===== config.mk =====
export PLATFORM = sky130hd
export DESIGN_NAME = bto_ctrl
export DESIGN_NICKNAME = d
export VERILOG_FILES = /design/src/rtl/core/bto_pkg.sv /design/src/rtl/core/bto_ctrl.sv
export SDC_FILE = /design/constraint.sdc
export NUM_CORES = 1
export LEC_CHECK = 0
export ABC_CLOCK_PERIOD_IN_PS = 2000
export BUFFER_PORTS_ARGS = -buffer_cell sky130_fd_sc_hd__buf_4
export CAP_MARGIN = 20
export CORE_AREA = 2 2 39 41
export CTS_BUF_LIST = sky130_fd_sc_hd__clkbuf_4 sky130_fd_sc_hd__clkbuf_8
export DETAILED_ROUTE_END_ITERATION = 8
export DIE_AREA = 0 0 41 43
export GPL_TIMING_DRIVEN = 0
export SETUP_SLACK_MARGIN = 0.4
export SYNTH_ARGS = -nofsm -noshare
export SYNTH_HDL_FRONTEND = slang
export SYNTH_SLANG_ARGS = --single-unit

===== constraint.sdc =====
create_clock -name clk -period 2 [get_ports clk]
set_input_delay 0.4 -clock clk [delete_from_list [all_inputs] [get_ports clk]]
set_output_delay 0.4 -clock clk [all_outputs]
set_load 0.01 [all_outputs]

===== src/rtl/core/bto_pkg.sv =====
`timescale 1ns / 1ps
// ----------------------------------------------------------------------------
// bto_pkg
// Shared types and constants for the binned time offset statistics block.
// ----------------------------------------------------------------------------
package bto_pkg;

  // bin layout
  localparam int NUM_BINS   = 100;
  localparam int BIN_DEPTH  = NUM_BINS + 1;          // last entry is the outlier bin
  localparam int BIN_W      = $clog2(BIN_DEPTH);
  localparam int NS_PER_BIN = 1000;

  // field widths
  localparam int REQ_W     = 2;
  localparam int NS_W      = 63;
  localparam int VAL_W     = 64;
  localparam int CNT_W     = 32;
  localparam int SEL_W     = 7;
  localparam int OUT_BIN_W = 7;

  localparam logic [CNT_W-1:0] COUNT_MAX = '1;

  // round trips in [0, TRIP_LIMIT) land in a normal bin
  localparam int TRIP_LIMIT = NUM_BINS * NS_PER_BIN;
  localparam int X_W        = $clog2(TRIP_LIMIT);
  localparam logic signed [VAL_W-1:0] TRIP_LIMIT_S = VAL_W'(TRIP_LIMIT);
  localparam logic signed [VAL_W-1:0] NEG_LIMIT_S  = -$signed(VAL_W'(NS_PER_BIN));

  // divide by NS_PER_BIN as multiply by a rounded-up reciprocal, exact below TRIP_LIMIT
  localparam int RECIP_SHIFT = 30;
  localparam int RECIP_MUL   = (2**RECIP_SHIFT + NS_PER_BIN - 1) / NS_PER_BIN;
  localparam int RECIP_W     = $clog2(RECIP_MUL + 1);
  localparam int PROD_W      = X_W + RECIP_W;

  typedef enum logic [REQ_W-1:0] {
    REQ_RECORD = 2'd0,
    REQ_CLEAR  = 2'd1,
    REQ_READ   = 2'd2,
    REQ_IGNORE = 2'd3
  } req_e;

  typedef struct packed {
    logic [CNT_W-1:0]        count;
    logic signed [VAL_W-1:0] min_trip;
    logic signed [VAL_W-1:0] max_trip;
    logic signed [VAL_W-1:0] min_offset;
    logic signed [VAL_W-1:0] max_offset;
  } bin_entry_t;

  // controller to datapath commands
  typedef struct packed {
    logic capture;    // latch accepted item
    logic calc_trip;  // round trip
    logic calc_half;  // halved round trip, bin multiply
    logic calc_bin;   // midpoint, bin index
    logic rd_bin;     // bin memory read, offset
    logic update;     // write back, load result
  } cmd_t;

endpackage


===== src/rtl/core/bto_ctrl.sv =====
`timescale 1ns / 1ps
// ----------------------------------------------------------------------------
// bto_ctrl
// Sequencer for one item at a time plus the result valid flag.
// ----------------------------------------------------------------------------
module bto_ctrl (
  input  logic                          clk,
  input  logic                          rst_n,
  input  logic                          in_valid,
  input  logic [bto_pkg::REQ_W-1:0]     in_req_type,
  output logic                          in_stall,
  output logic                          out_valid,
  input  logic                          out_stall,
  output bto_pkg::cmd_t                 cmd
);

  typedef enum logic [5:0] {
    ST_IDLE = 6'b000001,
    ST_TRIP = 6'b000010,
    ST_HALF = 6'b000100,
    ST_BIN  = 6'b001000,
    ST_RD   = 6'b010000,
    ST_UPD  = 6'b100000
  } state_t;

  state_t state_r, state_nxt;
  logic   out_valid_r, out_valid_nxt;
  logic   out_free;

  assign out_free  = !out_valid_r || !out_stall;
  assign in_stall  = (state_r != ST_IDLE);
  assign out_valid = out_valid_r;

  always_comb begin
    state_nxt = state_r;
    cmd       = '0;
    unique case (state_r)
      ST_IDLE: begin
        if (in_valid) begin
          cmd.capture = 1'b1;
          unique case (bto_pkg::req_e'(in_req_type))
            bto_pkg::REQ_RECORD: state_nxt = ST_TRIP;
            bto_pkg::REQ_READ:   state_nxt = ST_RD;
            bto_pkg::REQ_CLEAR,
            bto_pkg::REQ_IGNORE: state_nxt = ST_UPD;
            default:             state_nxt = ST_UPD;
          endcase
        end
      end
      ST_TRIP: begin
        cmd.calc_trip = 1'b1;
        state_nxt     = ST_HALF;
      end
      ST_HALF: begin
        cmd.calc_half = 1'b1;
        state_nxt     = ST_BIN;
      end
      ST_BIN: begin
        cmd.calc_bin = 1'b1;
        state_nxt    = ST_RD;
      end
      ST_RD: begin
        cmd.rd_bin = 1'b1;
        state_nxt  = ST_UPD;
      end
      ST_UPD: begin
        // hold until the result register can take the item
        if (out_free) begin
          cmd.update = 1'b1;
          state_nxt  = ST_IDLE;
        end
      end
      default: state_nxt = ST_IDLE;
    endcase
  end

  always_comb begin
    out_valid_nxt = out_valid_r;
    if (cmd.update) begin
      out_valid_nxt = 1'b1;
    end else if (!out_stall) begin
      out_valid_nxt = 1'b0;
    end
  end

  always_ff @(posedge clk) begin
    if (!rst_n) begin
      state_r     <= ST_IDLE;
      out_valid_r <= 1'b0;
    end else begin
      state_r     <= state_nxt;
      out_valid_r <= out_valid_nxt;
    end
  end

endmodule


# --- Word level (Yosys, flattened, before mapping) ---
# Index checks and enable logic that the tools add are counted.
op_classes:
  n_eq_ne: 13
  n_reduce_logical: 6
  muxes: 14
ops:
  columns: ["op", "n"]
  rows:
  - ["$pmux W6 S6", 1]
  - ["$pmux W6 S3", 1]
  - ["$mux W6", 2]
  - ["$mux W1", 10]
  - ["$eq A6 B1 Y1 const B", 1]
  - ["$eq A6 B2 Y1 const B", 1]
  - ["$eq A6 B3 Y1 const B", 1]
  - ["$eq A6 B4 Y1 const B", 1]
  - ["$eq A6 B5 Y1 const B", 1]
  - ["$eq A6 B6 Y1 const B", 1]
  - ["$ne A6 B1 Y1 const B", 1]
  - ["$eq A2 B2 Y1 const B", 2]
  - ["$ne A2 B2 Y1 const B", 2]
  - ["$eq A2 B1 Y1 const B", 1]
  - ["$logic_not A1 Y1", 2]
  - ["$logic_not A2 Y1", 1]
  - ["$ne A2 B1 Y1 const B", 1]
  - ["$reduce_and A2 Y1", 1]
  - ["$reduce_or A2 Y1", 1]
  - ["$logic_or A1 B1 Y1", 1]
totals:
  input_bits: 6
  ff_bits: 7
  output_inout_bits: 8
  word_cells: 35

# --- Logic depth before layout (Yosys ltp) ---
logic_depth:
  ltp_word: 5
  ltp_mapped: 4
  mapped_depth_nobuf: 3

# --- Least setup slack after synthesis ---
# OpenSTA, ideal clock, no wires.
synth_timing:
  path_type: "register to output"
  startpoint: "reg state_r[1]"
  endpoint: "out cmd[0] (netlist name)"
  path_stages_with_launch: 5
  setup_slack_ps: 106
  required_time_ps: 1600
  t_arrival_ps: 1494
  path_buffers: 1
  cell_sequence: "dfxtp_1 -> or4_4 -> or3b_4 -> a21oi_1 -> buf_4"
synth_lines:
  columns: ["item", "line_no", "source"]
  rows:
  - ["start: declaration", "bto_ctrl.sv:26", "state_t state_r, state_nxt;"]
  - ["start signal: assignment", "bto_ctrl.sv:91", "state_r <= state_nxt;"]
  - ["end: declaration", "bto_ctrl.sv:14", "output bto_pkg::cmd_t cmd"]

==> impl_metrics.yaml <==
grt:
  track_usage: 0.161
  use_met1: 0.152
  grt_antenna_before_repair: 0
  grt_use_met2: 0.297
  busiest_layer: "met2"
  grt_max_degree: 8
  grt_use_met3: 0.0157
  grt-ovfl-total: 0
  first_global_vias: 491
  grt_pass1_wl_um: 1910
clock_tree:
  cts.clk_slew.worst_paths_ns: 0.06
  clk_latency_ns: 0.26
  cts.sinks: 7
  root_buffer: "clkbuf_4"
  cts_tree: "built"
  h-tree-depth: 1
  cts_buffer_depth: 2
  hold_buffers: 0
  cts_made_buffers: 3
route:
  wl_per_cell_um: 14.8
  drc_errors: 0
  wl_um: 1450
  vias_per_cell: 5.47
  first_iter_violations: 6
  final_antenna_net_count: 0
  drtPass1Iterations: 3
  num_vias: 536
logic_synthesis:
  synth-edff-count: 0
  synth-seq-area-share: 0.329
  synth.avg_cell_area_um2: 8.68
  ys_ff_latch: 7
  synth_ff_type: "dfxtp_1"
  netlist_area_um2: 425
  synth_top_area_cell: "dfxtp_1"
  yosysTopAreaCellShare: 0.329
  netlist_top_cells_area: "dfxtp_1, nor4b_1, nor2_1"
  synth_cell_types: 27
  synth_fp_nets: 55
  ys.warnings.count: 0
  async_flop_share: 0
  synthCells: 49
timing:
  rsz0062_at_grt: "yes"
  fin_crit_sh: 1.11
  setup_viol: 3
  whs_ns: 0.420
  maxSlewViolCount: 0
  setup_slack_ns: -0.223
  clock-skew-final_ns: 0.00635
  worst_pin_slew_ns: 0.358
  min_period_ns: 2.22
  finalHoldViolCount: 0
  fmax_mhz: 450
  relSlewSlack: 0.761
worst_hold_path:
  min_path_cells: 3
  hold_end: "state_r[1]"
  hold_path_class: "in2reg"
  min_from: "in_req_type[1]"
cells_and_area:
  diodes: 0
  drive_gt1_frac: 0.598
  stdcell_count: 98
  syn2layout_area_growth_pct: 92.6
  final_nets: 89
placement:
  place_congestion: 0.775
  dp_cells: 78
  hpwl_um: 792
  post-place-ws_ns: -0.0360
  portBuffers: 13
critical_path:
  end_kind: "output pin"
  r2r_setup_slack_ns: 0.02
  r2r-start: "state_r[2]"
  cp_data_arrival_time_ns: 1.82
  required_ns: 1.60
  r2r-end: "state_r[4]"
  critPathMaxFanout: 3
  cp-start-kind: "flop"
  reg2regPathDepth: 7
  crit_type: "reg2out"
die:
  initial_core_util: 0.307
  rows: 14
  die_h_um: 43
  io_pins: 14
  fp.dieW_um: 41
  core_mm2: 0.00138
  dieArea_mm2: 0.00176
power:
  ir_drop_uv: 323
  pwr-share-comb: 0.417
  swShare: 0.322
  power.switching_uw: 174
  p_leak_nw: 0.353
  power.density_mw_per_mm2: 659
  intPower_uw: 366
  power_frac_seq: 0.314
  clkPwrFrac: 0.269
  power.total_uw: 540
outcome:
  status: "finished with violations"
  violations: "negative setup slack"
run:
  maxCapViolCount: 0
## flip-flops by register name, summed over array words and instances, names as in the netlist
register   flops
out_valid      1
state_r        6
## synthesized netlist by cell type, types with 2 or more instances
library cell  instances
a21oi_1               2
and3_1                3
nor2_1                6
dfxtp_1               7
nor4_1                3
nand2b_1              2
nand2_1               3
nor4b_1               3
nor3b_1               2
## layer usage
metal	part of all wire	vias up
li1	-	257
met5	0	-
met1	0.41	264
met3	0.015	5
met4	0.027	0
met2	0.54	10
## area by class of cell
type / instances / area, um^2
well taps: 16 / 20.0
repair buffers: 29 / 259
plain buffers: 1 / 7.51
multi-input cells: 40 / 350
flip-flops and latches: 7 / 149
fillers: 105 / 564
clock buffers: 4 / 30.0
inverters: 1 / 3.75
## worst max-delay path by stage
| stage | from | to | slack, ns | cells past startpoint |
|---|---|---|---|---|
| after global placement | state_r[2] | cmd[0] | -0.05 | 5 |
| after detailed placement | state_r[2] | cmd[0] | -0.04 | 5 |
| after CTS | state_r[2] | cmd[0] | -0.24 | 5 |
| after global routing | state_r[2] | cmd[0] | -0.29 | 5 |
| after floorplan | state_r[1] | cmd[0] | 0.12 | 4 |
| final | state_r[2] | cmd[1] | -0.22 | 7 |
## worst max-delay path: stages (launching register included)
cell     delay, ns
dfxtp_4       0.34
or4_4         0.53
buf_4         0.15
buf_6         0.10
buf_6         0.10
buf_6         0.12
nor2_2        0.10
buf_4         0.12
## power by group through the flow
stage	Combinational, mW	Sequential [mW]	Clock [mW]
floorplan	0.0820	0.165	0
global placement	0.125	0.168	0
detailed placement	0.123	0.169	0
CTS	0.173	0.164	0.147
global route	0.239	0.170	0.158
finish	0.225	0.170	0.145
## cell families (layout without fill, tap and decap cells)
family,after synthesis,in the layout,synth area share
AND/OR/NAND/NOR,29,29,0.435
buffers and inverters,2,35,0.0265
XOR/XNOR,1,1,0.0206
AO/OA/AOI/OAI,10,10,0.188
flip-flops,7,7,0.329
## repair_timing
item,CTS,global route
gates resized for setup,16,13
endpoints found under the setup margin,10,14
setup buffers,7,9
hold endpoints to repair,0,0
gates cloned,0,0
pin swaps,3,7
## metrics by stage
| stage | instance area (um^2) | TNS [ns] | util |
|---|---|---|---|
| 2_1_floorplan | 432 | 0 | - |
| 3_3_place_gp | 549 | -0.0473 | 0.397 |
| 3_5_place_dp | 549 | -0.0360 | 0.397 |
| 4_1_cts | 689 | -0.802 | 0.498 |
| 5_1_grt | 820 | -0.812 | 0.592 |
| 6_report | 820 | -0.621 | 0.592 |
## cells in the final DEF, fill, tap and decap left out, types with 2 or more instances in the layout
| cell type | instances |
|---|---|
| buf_4 | 19 |
| and3_1 | 2 |
| nand2b_1 | 2 |
| or4_4 | 2 |
| buf_6 | 11 |
| clkbuf_4 | 4 |
| dfxtp_1 | 4 |
| nor4_1 | 2 |
| nor4b_1 | 2 |
| nor2_1 | 5 |
| nand2_1 | 3 |
| dfxtp_4 | 2 |
Note: power is estimated with default switching activity, not from simulation.
